**config.mk**
```make
export PLATFORM = sky130hd
export DESIGN_NAME = cursor_shape_lru_cache_flat
export DESIGN_NICKNAME = d
export VERILOG_FILES = /design/src/rtl/cslru_pkg.sv /design/src/rtl/cslru_if.sv /design/src/rtl/cursor_shape_lru_cache.sv /design/src/rtl/cslru_datapath.sv /design/src/rtl/cslru_ctrl.sv /design/src/flat_wrapper.sv
export SDC_FILE = /design/constraint.sdc
export NUM_CORES = 2
export LEC_CHECK = 0
export ABC_AREA = 0
export ABC_CLOCK_PERIOD_IN_PS = 9900
export BUFFER_PORTS_ARGS = -buffer_cell sky130_fd_sc_hd__buf_2
export CORE_MARGIN = 10
export CORE_UTILIZATION = 40
export CTS_BUF_LIST = sky130_fd_sc_hd__clkbuf_4 sky130_fd_sc_hd__clkbuf_8 sky130_fd_sc_hd__clkbuf_16
export DETAILED_ROUTE_END_ITERATION = 6
export HOLD_SLACK_MARGIN = 0.02
export PLACE_DENSITY_LB_ADDON = 0.2
export SYNTH_ARGS = -nofsm -noshare
export SYNTH_HDL_FRONTEND = slang
export SYNTH_SLANG_ARGS = --single-unit
```
**constraint.sdc**
```tcl
create_clock -name clk -period 9.9 [get_ports clk]
set_clock_uncertainty 0.15 [all_clocks]
set_input_delay 0.99 -clock clk [delete_from_list [all_inputs] [get_ports clk]]
set_output_delay 0.99 -clock clk [all_outputs]
set_load 0.02 [all_outputs]
```
**src/rtl/cslru_pkg.sv**
```systemverilog
// ---------------------------------------------------------------------------
// cslru_pkg
// Types and constants shared by the cursor-shape cache modules.
// ---------------------------------------------------------------------------
package cslru_pkg;

  localparam int KEY_W  = 64;
  localparam int HOT_W  = 16;
  localparam int SIDE_W = 12;
  localparam int KIND_W = 2;
  localparam int SLOT_W = 5;
  localparam int CH_W   = 9;
  localparam int LIM_W  = 6;
  localparam int DEFAULT_LIMIT = 20;

  // cache geometry, tied to the slot and size field widths
  localparam int SLOTS      = 32;
  localparam int MAX_SIDE   = 384;
  localparam int SMALL_SIDE = 96;

  // result select codes
  localparam logic [1:0] SEL_DEFAULT = 2'd0;
  localparam logic [1:0] SEL_NEW     = 2'd1;
  localparam logic [1:0] SEL_CACHED  = 2'd2;

  typedef enum logic [KIND_W-1:0] {
    KIND_DEFAULT = 2'd0,
    KIND_SMALL   = 2'd1,
    KIND_LARGE   = 2'd2,
    KIND_CACHED  = 2'd3
  } kind_t;

  typedef enum logic {
    OP_UPDATE = 1'b0,
    OP_CLEAR  = 1'b1
  } op_t;

  typedef struct packed {
    logic [0:0]              opcode;
    logic signed [KEY_W-1:0] image_key;
    logic signed [HOT_W-1:0] hotspot_x;
    logic signed [HOT_W-1:0] hotspot_y;
    logic [SIDE_W-1:0]       img_width;
    logic [SIDE_W-1:0]       img_height;
  } in_item_t;

  typedef struct packed {
    logic [KIND_W-1:0] kind;
    logic [SLOT_W-1:0] slot_index;
    logic [CH_W-1:0]   clamped_hot_x;
    logic [CH_W-1:0]   clamped_hot_y;
    logic [CH_W-1:0]   out_width;
    logic [CH_W-1:0]   out_height;
    logic              last;
  } out_item_t;

  // controller to datapath
  typedef struct packed {
    logic load;      // capture input item
    logic clear;     // empty cache
    logic scan_rst;  // restart scan pointer and results
    logic scan_step; // examine one slot
    logic touch_rst; // restart touch pointer
    logic touch_step;// update one slot's recency
    logic commit;    // write victim entry, count, recent mark
    logic set_recent;// mark hit slot as recent
    logic sel_new;   // target = victim, fresh decision applies
  } dp_cmd_t;

  // datapath to controller
  typedef struct packed {
    logic is_clear;
    logic is_empty;
    logic is_big;
    logic recent_hit;
    logic scan_done;
    logic hit;
    logic touch_done;
  } dp_stat_t;

endpackage

```
**src/rtl/cslru_if.sv**
```systemverilog
// ---------------------------------------------------------------------------
// cslru_if
// Valid/ready channel carrying one payload per transaction.
// ---------------------------------------------------------------------------
interface cslru_if #(
  parameter type T = logic
);
  logic valid;
  logic ready;
  T     data;

  modport source (output valid, output data, input ready);
  modport sink (input valid, input data, output ready);
endinterface

```
**src/rtl/cursor_shape_lru_cache.sv**
```systemverilog
// ---------------------------------------------------------------------------
// cursor_shape_lru_cache
// Fully associative cursor-shape cache with least-recently-used replacement.
// ---------------------------------------------------------------------------
// Usage: cursor updates and clear ops arrive on in_ch (valid/ready); pointer
// commands leave on out_ch, last marking the final one of an update. The
// limit register must be written over cfg_ch only while the block is idle;
// the block itself does not enforce this. One item is handled at a time.
// An update scans every slot, one per cycle through the registered tag memory
// read, then walks the slots again to renumber recency; a miss then also
// writes the victim entry. Reset empties the cache, clears the last-used mark
// and the limit. When the receiver stalls, the current result is held and no
// input is taken.
// ---------------------------------------------------------------------------
module cursor_shape_lru_cache (
  input logic clk,
  input logic rst,
  cslru_if.sink   in_ch,
  cslru_if.sink   cfg_ch,
  cslru_if.source out_ch
);
  import cslru_pkg::*;

  logic [LIM_W-1:0] cache_limit;
  dp_cmd_t          cmd;
  dp_stat_t         stat;
  out_item_t        res_new, res_cached, res_default;
  logic [1:0]       out_sel;

  // limit register
  assign cfg_ch.ready = 1'b1;
  always_ff @(posedge clk) begin
    if (rst) cache_limit <= '0;
    else if (cfg_ch.valid) cache_limit <= LIM_W'(cfg_ch.data);
  end

  cslru_ctrl u_ctrl (
    .clk       (clk),
    .rst       (rst),
    .in_valid  (in_ch.valid),
    .in_ready  (in_ch.ready),
    .out_valid (out_ch.valid),
    .out_ready (out_ch.ready),
    .out_sel   (out_sel),
    .cmd       (cmd),
    .stat      (stat)
  );

  cslru_datapath u_dp (
    .clk         (clk),
    .rst         (rst),
    .item        (in_ch.data),
    .cache_limit (cache_limit),
    .cmd         (cmd),
    .stat        (stat),
    .res_new     (res_new),
    .res_cached  (res_cached),
    .res_default (res_default)
  );

  // result select
  always_comb begin
    case (out_sel)
      SEL_NEW:    out_ch.data = res_new;
      SEL_CACHED: out_ch.data = res_cached;
      default:    out_ch.data = res_default;
    endcase
  end

endmodule

```
**src/rtl/cslru_datapath.sv**
```systemverilog
// ---------------------------------------------------------------------------
// cslru_datapath
// Slot store, sequential match/oldest scan and recency update.
// ---------------------------------------------------------------------------
module cslru_datapath (
  input  logic                    clk,
  input  logic                    rst,
  input  cslru_pkg::in_item_t     item,
  input  logic [cslru_pkg::LIM_W-1:0] cache_limit,
  input  cslru_pkg::dp_cmd_t      cmd,
  output cslru_pkg::dp_stat_t     stat,
  output cslru_pkg::out_item_t    res_new,
  output cslru_pkg::out_item_t    res_cached,
  output cslru_pkg::out_item_t    res_default
);
  import cslru_pkg::*;

  localparam int SW = $clog2(SLOTS);
  localparam int CW = $clog2(SLOTS + 1);

  // slot store; key and hotspot held in a memory, valid and recency in flops
  logic [KEY_W+2*HOT_W-1:0] tag_mem [SLOTS];
  logic [SLOTS-1:0]         slot_valid;
  logic [SW-1:0]            slot_recency [SLOTS];
  logic [CW-1:0]            used_count;
  logic                     recent_valid;
  logic [SW-1:0]            recent_slot;

  in_item_t                 cur;
  logic [CW-1:0]            ptr;
  logic [CW-1:0]            ptr_d;
  logic                     rd_live;
  logic [KEY_W+2*HOT_W-1:0] rd_tag;
  logic                     hit;
  logic [SW-1:0]            hit_slot;
  logic [SW-1:0]            best;
  logic [SW-1:0]            old_slot;
  logic                     have_old;
  logic [CW-1:0]            tptr;
  logic [SW-1:0]            tgt;
  logic                     fresh;
  logic [CW-1:0]            lim;
  logic [KEY_W+2*HOT_W-1:0] req_tag;
  logic [SW-1:0]            tref;
  logic [SW-1:0]            vict;
  logic                     vict_fresh;

  assign req_tag = {cur.image_key, cur.hotspot_x, cur.hotspot_y};

  // effective limit
  always_comb begin
    if (cache_limit == '0) lim = CW'(DEFAULT_LIMIT);
    else if ({26'd0, cache_limit} > 32'(SLOTS)) lim = CW'(SLOTS);
    else lim = CW'(cache_limit);
    if (32'(lim) > SLOTS) lim = CW'(SLOTS);
  end

  // victim choice
  always_comb begin
    if (used_count >= lim) begin
      vict       = old_slot;
      vict_fresh = !have_old || !slot_valid[old_slot];
    end else begin
      vict       = SW'(used_count);
      vict_fresh = 1'b1;
    end
  end

  assign tgt   = cmd.sel_new ? vict : hit_slot;
  assign tref  = slot_recency[tgt];

  // input capture
  always_ff @(posedge clk) begin
    if (cmd.load) cur <= item;
  end

  // registered tag read
  always_ff @(posedge clk) begin
    rd_tag <= tag_mem[ptr[SW-1:0]];
    if (cmd.commit) tag_mem[vict] <= req_tag;
  end

  // scan: one slot per cycle, read data registered behind the pointer
  always_ff @(posedge clk) begin
    if (rst || cmd.scan_rst) begin
      ptr      <= '0;
      rd_live  <= 1'b0;
      hit      <= 1'b0;
      hit_slot <= '0;
      best     <= '0;
      old_slot <= '0;
      have_old <= 1'b0;
    end else if (cmd.scan_step) begin
      if (32'(ptr) < SLOTS) ptr <= ptr + 1'b1;
      rd_live <= 32'(ptr) < SLOTS;
      ptr_d   <= ptr;
      if (rd_live) begin
        if (slot_valid[ptr_d[SW-1:0]] && rd_tag == req_tag && !hit) begin
          hit      <= 1'b1;
          hit_slot <= ptr_d[SW-1:0];
        end
        if (slot_valid[ptr_d[SW-1:0]] && slot_recency[ptr_d[SW-1:0]] >= best) begin
          best     <= slot_recency[ptr_d[SW-1:0]];
          old_slot <= ptr_d[SW-1:0];
          have_old <= 1'b1;
        end
      end
    end
  end

  // recency, valid, count and recent mark
  always_ff @(posedge clk) begin
    if (rst || cmd.clear) begin
      slot_valid   <= '0;
      used_count   <= '0;
      recent_valid <= 1'b0;
      recent_slot  <= '0;
      tptr         <= '0;
      fresh        <= 1'b0;
      for (int i = 0; i < SLOTS; i++) slot_recency[i] <= '0;
    end else begin
      if (cmd.touch_rst) begin
        tptr  <= '0;
        fresh <= cmd.sel_new ? vict_fresh : 1'b0;
      end else if (cmd.touch_step && 32'(tptr) < SLOTS) begin
        tptr <= tptr + 1'b1;
        if (tptr[SW-1:0] != tgt && slot_valid[tptr[SW-1:0]] &&
            (fresh || slot_recency[tptr[SW-1:0]] < tref))
          slot_recency[tptr[SW-1:0]] <= slot_recency[tptr[SW-1:0]] + 1'b1;
      end
      if (cmd.commit) begin
        slot_recency[tgt] <= '0;
        if (!slot_valid[vict] && 32'(used_count) < SLOTS) used_count <= used_count + 1'b1;
        slot_valid[vict] <= 1'b1;
        recent_valid     <= 1'b1;
        recent_slot      <= vict;
      end
      if (cmd.set_recent) begin
        slot_recency[tgt] <= '0;
        recent_valid      <= 1'b1;
        recent_slot       <= hit_slot;
      end
    end
  end

  // status
  always_comb begin
    stat.is_clear   = cur.opcode == OP_CLEAR;
    stat.is_empty   = cur.img_width == '0 || cur.img_height == '0;
    stat.is_big     = 32'(cur.img_width) > MAX_SIDE || 32'(cur.img_height) > MAX_SIDE;
    stat.recent_hit = recent_valid && hit && hit_slot == recent_slot;
    stat.scan_done  = 32'(ptr) >= SLOTS && !rd_live;
    stat.hit        = hit;
    stat.touch_done = 32'(tptr) >= SLOTS;
  end

  // result formatting; after a miss the committed slot is the recent mark
  always_comb begin
    res_default = '0;
    res_default.kind = KIND_DEFAULT;
    res_default.last = 1'b1;

    res_cached = '0;
    res_cached.kind       = KIND_CACHED;
    res_cached.slot_index = SLOT_W'(hit ? hit_slot : recent_slot);
    res_cached.last       = 1'b1;

    res_new = '0;
    res_new.kind = (32'(cur.img_width) < SMALL_SIDE && 32'(cur.img_height) < SMALL_SIDE)
                   ? KIND_SMALL : KIND_LARGE;
    res_new.slot_index = SLOT_W'(tgt);
    if (cur.hotspot_x < 0) res_new.clamped_hot_x = '0;
    else if (32'(cur.hotspot_x) > 32'(cur.img_width) - 1)
      res_new.clamped_hot_x = CH_W'(cur.img_width - 1'b1);
    else res_new.clamped_hot_x = CH_W'(cur.hotspot_x);
    if (cur.hotspot_y < 0) res_new.clamped_hot_y = '0;
    else if (32'(cur.hotspot_y) > 32'(cur.img_height) - 1)
      res_new.clamped_hot_y = CH_W'(cur.img_height - 1'b1);
    else res_new.clamped_hot_y = CH_W'(cur.hotspot_y);
    res_new.out_width  = CH_W'(cur.img_width);
    res_new.out_height = CH_W'(cur.img_height);
    res_new.last       = 1'b0;
  end

endmodule

```
**src/rtl/cslru_ctrl.sv**
```systemverilog
// ---------------------------------------------------------------------------
// cslru_ctrl
// Sequencer for one update: scan, touch, commit and result delivery.
// ---------------------------------------------------------------------------
module cslru_ctrl (
  input  logic                 clk,
  input  logic                 rst,
  input  logic                 in_valid,
  output logic                 in_ready,
  output logic                 out_valid,
  input  logic                 out_ready,
  output logic [1:0]           out_sel,
  output cslru_pkg::dp_cmd_t   cmd,
  input  cslru_pkg::dp_stat_t  stat
);
  import cslru_pkg::*;

  typedef enum logic [9:0] {
    S_IDLE   = 10'b0000000001,
    S_DECODE = 10'b0000000010,
    S_SCAN   = 10'b0000000100,
    S_TOUCH  = 10'b0000001000,
    S_COMMIT = 10'b0000010000,
    S_EMIT1  = 10'b0000100000,
    S_EMIT2  = 10'b0001000000,
    S_BIG    = 10'b0010000000,
    S_HIT    = 10'b0100000000,
    S_SETR   = 10'b1000000000
  } state_t;

  state_t state, state_next;
  logic   is_new, is_new_next;

  // state register
  always_ff @(posedge clk) begin
    if (rst) begin
      state  <= S_IDLE;
      is_new <= 1'b0;
    end else begin
      state  <= state_next;
      is_new <= is_new_next;
    end
  end

  // next state and commands
  always_comb begin
    state_next  = state;
    is_new_next = is_new;
    cmd         = '0;
    cmd.sel_new = is_new;
    in_ready    = 1'b0;
    out_valid   = 1'b0;
    out_sel     = SEL_DEFAULT;
    unique case (state)
      S_IDLE: begin
        in_ready = 1'b1;
        if (in_valid) begin
          cmd.load   = 1'b1;
          state_next = S_DECODE;
        end
      end
      S_DECODE: begin
        cmd.scan_rst = 1'b1;
        if (stat.is_clear) begin
          cmd.clear  = 1'b1;
          state_next = S_IDLE;
        end else if (stat.is_empty) state_next = S_IDLE;
        else if (stat.is_big) state_next = S_BIG;
        else state_next = S_SCAN;
      end
      S_SCAN: begin
        cmd.scan_step = 1'b1;
        if (stat.scan_done) begin
          is_new_next    = !stat.hit;
          cmd.sel_new    = !stat.hit;
          cmd.touch_rst  = 1'b1;
          state_next     = S_TOUCH;
        end
      end
      S_TOUCH: begin
        cmd.touch_step = 1'b1;
        if (stat.touch_done) begin
          if (is_new) state_next = S_COMMIT;
          else if (stat.recent_hit) state_next = S_SETR;
          else state_next = S_HIT;
        end
      end
      S_SETR: begin
        cmd.set_recent = 1'b1;
        state_next     = S_IDLE;
      end
      S_HIT: begin
        out_valid = 1'b1;
        out_sel   = SEL_CACHED;
        if (out_ready) begin
          cmd.set_recent = 1'b1;
          state_next     = S_IDLE;
        end
      end
      S_COMMIT: begin
        out_valid = 1'b1;
        out_sel   = SEL_NEW;
        if (out_ready) begin
          cmd.commit = 1'b1;
          state_next = S_EMIT2;
        end
      end
      S_EMIT1: state_next = S_EMIT2;
      S_EMIT2: begin
        cmd.sel_new = 1'b0;
        out_valid   = 1'b1;
        out_sel     = SEL_CACHED;
        if (out_ready) state_next = S_IDLE;
      end
      S_BIG: begin
        out_valid = 1'b1;
        out_sel   = SEL_DEFAULT;
        if (out_ready) state_next = S_IDLE;
      end
      default: state_next = S_IDLE;
    endcase
  end

endmodule

```
**src/flat_wrapper.sv**
```systemverilog
// flat-port wrapper written by rule: the top's interface ports become plain ports
module cursor_shape_lru_cache_flat import cslru_pkg::*;
  (clk, rst, in_ch_valid, in_ch_data, in_ch_ready, cfg_ch_valid, cfg_ch_data, cfg_ch_ready, out_ch_valid, out_ch_data, out_ch_ready);
  cslru_if #(.T(in_item_t)) in_ch_i ();
  cslru_if #(.T(logic [5:0])) cfg_ch_i ();
  cslru_if #(.T(out_item_t)) out_ch_i ();
  input logic clk;
  input logic rst;
  input wire logic [$bits(in_ch_i.valid)-1:0] in_ch_valid;
  input wire logic [$bits(in_ch_i.data)-1:0] in_ch_data;
  output wire logic [$bits(in_ch_i.ready)-1:0] in_ch_ready;
  input wire logic [$bits(cfg_ch_i.valid)-1:0] cfg_ch_valid;
  input wire logic [$bits(cfg_ch_i.data)-1:0] cfg_ch_data;
  output wire logic [$bits(cfg_ch_i.ready)-1:0] cfg_ch_ready;
  output wire logic [$bits(out_ch_i.valid)-1:0] out_ch_valid;
  output wire logic [$bits(out_ch_i.data)-1:0] out_ch_data;
  input wire logic [$bits(out_ch_i.ready)-1:0] out_ch_ready;
  assign in_ch_i.valid = in_ch_valid;
  assign in_ch_i.data = in_ch_data;
  assign in_ch_ready = in_ch_i.ready;
  assign cfg_ch_i.valid = cfg_ch_valid;
  assign cfg_ch_i.data = cfg_ch_data;
  assign cfg_ch_ready = cfg_ch_i.ready;
  assign out_ch_valid = out_ch_i.valid;
  assign out_ch_data = out_ch_i.data;
  assign out_ch_i.ready = out_ch_ready;
  cursor_shape_lru_cache u_core (.clk(clk), .rst(rst), .in_ch(in_ch_i), .cfg_ch(cfg_ch_i), .out_ch(out_ch_i));
endmodule
```
==> Word level (Yosys, flattened, before mapping) <==
Memories as Yosys holds them, arrays and structs flattened. A register that Yosys moved wholly into a read port is not among the register bits.
Index checks and enable logic that the tools add are counted.
W data, S select, Z words.
{ "word_totals": {"inputBits": 132, "reg_bits": 218, "elab_cells": 196, "ram_bits": 3232, "mem_bits_ro": 0, "memories": 2, "latchBits": 0} }
{ "op_classes": {"n_shift": 0, "n_bitwise": 3, "eq_ne": 20, "n_addsub": 8, "n_mul": 0, "n_div": 0, "mux": 78, "n_lt_le_gt_ge": 23, "reduce_logical": 39} }
{ "mem_list": {"columns": ["name", "words", "word_bits", "read_ports", "rd_clocked_by_memory_dff", "write_ports", "line", "text"], "rows": [
  ["u_core.u_dp.tag_mem", 32, 96, 1, 1, 1, "cslru_datapath.sv:22", "logic [KEY_W+2*HOT_W-1:0] tag_mem [SLOTS];"],
  ["u_core.u_dp.slot_recency", 32, 5, 3, 2, 32, "cslru_datapath.sv:24", "logic [SW-1:0] slot_recency [SLOTS];"]
]} }
{ "ops": {"columns": ["op", "n"], "rows": [
  ["$eq A96 B96 Y1", 1],
  ["$mux W10", 9],
  ["$pmux W44 S2", 1],
  ["$pmux W10 S7", 1],
  ["$mux W5", 13],
  ["$gt A32 B32 Y1", 2],
  ["$mux W9", 4],
  ["$mux W1", 35],
  ["$lt A16 B1 Y1 const B", 2],
  ["$or A32 B32 Y32", 1],
  ["$sub A12 B1 Y13 const B", 2],
  ["$gt A12 B9 Y1 const B", 2],
  ["$logic_not A12 Y1", 2],
  ["$lt A12 B7 Y1 const B", 2],
  ["$lt A5 B6 Y1 const B", 4],
  ["$bmux W1 S5", 4],
  ["$add A6 B1 Y6 const B", 3],
  ["$lt A6 B6 Y1 const B", 3],
  ["$mux W6", 3],
  ["$sub A9 B1 Y9 const B", 2],
  ["$ge A6 B6 Y1 const B", 2],
  ["$gt A6 B6 Y1 const B", 2],
  ["$logic_and A1 B1 Y1", 12],
  ["$eq A10 B1 Y1 const B", 1],
  ["other kinds (38)", 58]
]} }

==> Depth between registers and ports, before layout <==
An unclocked memory read counts as a cell.
{ "depth": {"ltp_word": 20, "ltp_mapped": 27, "mapped_depth_nobuf": 22} }

==> Modules after synthesis <==
From an unflattened synthesis, not the netlist that was laid out.
{ "hier_totals": {"hier_cells": 7150, "hier_area_um2": 144084.4} }
{ "modules_own_cells": {"columns": ["mod", "cells_each", "area_each_um2", "instances"], "rows": [
  ["cslru_datapath", 6869, 141745.9, 1],
  ["cursor_shape_lru_cache", 177, 1542.7, 1],
  ["cslru_ctrl", 104, 795.8, 1]
]} }

==> Worst setup path before layout <==
Ideal clock, no wire load.
{ "synth_timing": {"path_kind": "register to register", "start": "register u_core.cache_limit[0]", "end": "memory u_core.u_dp.tag_mem[19][0] (netlist name) (enable)", "synth_period_minus_slack_ps": 7375, "t_arrival_ps": 6671, "path_stages_with_launch": 12, "path_slack_ps": 2525, "required_ps": 9197, "path_cell_list": "dfxtp_1 -> nor4_1 -> o21ai_0 -> ha_1 -> a21o_1 -> a21oi_1 -> a21boi_2 -> mux2i_1 -> clkbuf_1 -> and2_1 -> nand2_1 -> nor2_1"} }
{ "synth_via": {"elab_chain_cells": 7, "elab_cells_between_ends": 8} }
{ "synth_rtl": {"columns": ["element", "line", "text"], "rows": [
  ["start, declared", "cursor_shape_lru_cache.sv:24", "logic [LIM_W-1:0] cache_limit;"],
  ["start signal, assigned", "cursor_shape_lru_cache.sv:34", "else if (cfg_ch.valid) cache_limit <= LIM_W'(cfg_ch.data);"],
  ["$gt A6 B6 Y1", "cslru_datapath.sv:53", "else if ({26'd0, cache_limit} > 32'(SLOTS)) lim = CW'(SLOTS);"],
  ["$mux W6", "cslru_datapath.sv:53", null],
  ["$mux W6 *", "cslru_datapath.sv:52", "if (cache_limit == '0) lim = CW'(DEFAULT_LIMIT);"],
  ["$gt A6 B6 Y1", "cslru_datapath.sv:55", "if (32'(lim) > SLOTS) lim = CW'(SLOTS);"],
  ["$mux W6 *", "cslru_datapath.sv:55", null],
  ["$ge A6 B6 Y1 *", "cslru_datapath.sv:60", "if (used_count >= lim) begin"],
  ["$mux W5 *", "cslru_datapath.sv:60", null],
  ["end, declared", "cslru_datapath.sv:22", null]
]} }
Mark *: on every way between the ends. The rest lies on a longest branch, timed or not.

==> out/metrics.yaml <==
die_area_um2: 378000
ios: 179
netlist.area_leader.share: 0.713
slew_viol_final: 0
synth_cell_type_count: 78
cts.reportedPaths.clkPinSlew_ns: 0.06
worstPathRequired_ns: 10.33
hold_buffers: 97
slew_headroom: 0.188
grt_max_degree: 144
ys_dominant_reg_cell: "edfxtp_1"
synth_edf_count: 3358
ys_warn_count: 0
first_iter_violations: 8364
synth_nets: 6742
port_buffers: 177
worstMarginPinSlew_ns: 1.21
power.leakage_nw: 50.1
drcViolationCount: 0
maxCapViolations: 0
first_pass_iters: 6
wirelength_um: 399000
avgSynthCellArea_um2: 21.6
post_drt_wl_per_cell_um: 32.9
rsz0062_at_grt: "false"
cp-end-kind: "flop"
synth.area.top_cells: "edfxtp_1, mux4_2, dfxtp_1"
ys_ff_latch: 3555
vias: 71400
grt_pass1_vias: 72800
multiInputGateArea_um2: 35200
startpoint_type: "flop"
grt.overflow.total: 0
crit_path_start: "u_core.cache_limit[0]"
tns_ns: 0
ctsResizeCount: 0
synthToLayoutAreaGrowth_pct: 15.2
antenna_found_initial: 10
die_h_um: 615
die_x_um: 615
insertion_delay_ns: 0.97
worstSetupPathType: "reg2reg"
crit_fanout: 48
fin_total_pwr_mw: 32.3
endpoint: "u_core.u_dp.slot_recency[31][4]"
ir_drop_v: 0.000144
seq_area_um2: 105000
post_cts_buffers: 0
ff2ff_path_depth: 24
syn_inst: 6554
rows: 218
reg2reg_slack_ns: 2.72
yosysTopAreaCell: "edfxtp_1"
grt_pass1_wl_um: 565000
powerDensity_nw_per_um2: 198
postRouteAntennaNets: 0
holdCritPathClass: "in2reg"
dp_hpwl_um: 213000
cts_buffers: 375
start_util: 0.401
yosysSeqAreaShare: 0.741
r2r_end: "u_core.u_dp.slot_recency[31][4]"
fin_crit_sh: 0.725
fillers: 29200
setup_viol: 0
drive_above_1_share: 0.317
fp.coreArea_um2: 352000
gp_congestion: 0.844
root_buffer: "clkbuf_16"
timing.fmax_ghz: 0.139
async_flop_share: 0
r2r-start: "u_core.cache_limit[0]"
cts_max_level: 5
routed_via_density: 5.89
min_period_ns: 7.18
cts.path.max_buffers: 4
hold_violations: 0
cts_sinks: 3555
cp.arrival_ns: 7.61
tritoncts: "done"
status: "complete, no violations"
netlist_area_um2: 141000
fin_nets: 7257
groute.usage.overall: 0.205
==> state kept, by name, summed over array words and instances, names as in the netlist, 6 cells and up, named ones only <==
name and cells:
u_core.u_dp.tag_mem 3072, u_core.u_dp.slot_recency 160, u_core.u_dp.cur 102, u_core.u_dp.rd_tag 96, u_core.u_dp.slot_valid 32, u_core.u_dp.res_new 18, u_core.u_ctrl.state 9, u_core.cache_limit 6
u_core.u_dp.ptr 6, u_core.u_dp.tptr 6, u_core.u_dp.used_count 6
==> routing by layer <==
metal  up-vias  GRT usage  wire (um)
met5         -          0          0
met2      2927      0.333     192000
li1      28700          -          -
met4         0     0.0491       9570
met1     39100      0.296     171000
met3       599     0.0287      26000
==> area by class of cell <==
type	instances	share of cell area
sequential	3555	0.643
multi-input combinational	2559	0.216
clock buffer	499	0.0651
tap	4730	0.0363
timing repair buffer	503	0.0243
clock inverter	200	0.0133
inverter	75	0.00173
antenna	3	0.0000461
==> power by group <==
group          internal (mW)  switching (mW)
registers               16.8           0.131
logic                  0.228           0.690
clock network           8.50            5.98
total                   25.5            6.80
==> layout by cell type (no fill, tap or decap), types with 83 or more instances in the layout <==
master / n
dlygate4sd3_1: 97
buf_4: 198
mux2i_1: 191
dfxtp_1: 188
nor2_1: 172
mux2_2: 114
a211oi_1: 95
nand2_1: 146
clkbuf_16: 378
edfxtp_1: 3358
buf_2: 177
clkbuf_4: 83
a21oi_1: 145
mux4_2: 1092
==> how the worst min path moves through the flow <==
stage,from,to,cells after the start
finish,in_ch_data[78],u_core.u_dp.cur[78],1
CTS,in_ch_data[78],u_core.u_dp.cur[78],1
floorplan,u_core.u_dp.ptr[2],u_core.u_dp.ptr_d[2],0
global route,in_ch_data[50],u_core.u_dp.cur[50],1
global placement,u_core.u_dp.recent_valid,u_core.u_dp.recent_valid,2
detailed placement,u_core.u_dp.recent_valid,u_core.u_dp.recent_valid,2
==> kinds of logic after synthesis <==
family,after synthesis,synth area share
multiplexers,1398,0.197
AO/OA/AOI/OAI,440,0.0206
other,1,0.0000265
flip-flops,3555,0.741
buffers and inverters,440,0.0123
AND/OR/NAND/NOR,570,0.0187
adder cells (fa/ha/maj),56,0.00495
XOR/XNOR,94,0.00582
==> per-stage QoR <==
step	std cells	worst slack (ns)	cell area [um2]	hold WS [ns]	util
floorplan	6554	2.53	141000	0.256	-
global placement	11300	3.05	149000	0.290	0.423
detailed placement	11300	2.85	149000	0.291	0.423
CTS	12100	2.84	163000	0.0207	0.462
global route	12100	2.31	163000	0.0497	0.462
finish	12100	2.72	163000	0.0823	0.462
==> critical path: stages, from the launching register on <==
cell	delay, ns
dfxtp_1	0.34
nor4_1	0.26
o21ai_0	0.14
ha_1	0.34
a21o_1	0.19
a21oi_1	0.32
o211ai_1	0.45
and3_1	0.41
nor2_4	0.23
buf_4	0.52
mux2i_1	0.26
mux2i_1	0.10
mux2i_1	0.21
mux2i_1	0.13
mux2i_1	0.16
ha_1	0.27
a21o_1	0.16
a21o_1	0.16
a21o_1	0.21
nor4_1	0.24
o41ai_2	0.20
a21oi_1	0.28
o21ai_4	0.08
buf_4	0.30
o21ai_0	0.65
==> synthesized netlist by cell type, types with 4 or more instances <==
cell type	n
a2111oi_0	5
a211oi_1	95
a21o_1	11
a21oi_1	145
a221oi_1	9
a22oi_1	8
a31oi_1	10
and2_1	22
and3_1	16
and4_1	4
buf_1	94
buf_2	36
buf_4	8
clkbuf_1	225
dfxtp_1	197
edfxtp_1	3358
ha_1	56
inv_1	75
mux2_2	114
mux2i_1	191
mux4_2	1092
nand2_1	147
nand2b_1	21
nand3_1	32
nand4_1	26
nor2_1	204
nor2b_1	16
nor3_1	31
nor4_1	19
o2111ai_1	4
o211ai_1	4
o21a_1	21
o21ai_0	47
o21ai_1	10
o221ai_1	5
o22ai_1	20
o2bb2ai_1	6
or2_2	7
or3_1	10
or4_1	6
xnor2_1	49
xor2_1	45
Note: power is estimated with default switching activity, not from simulation.
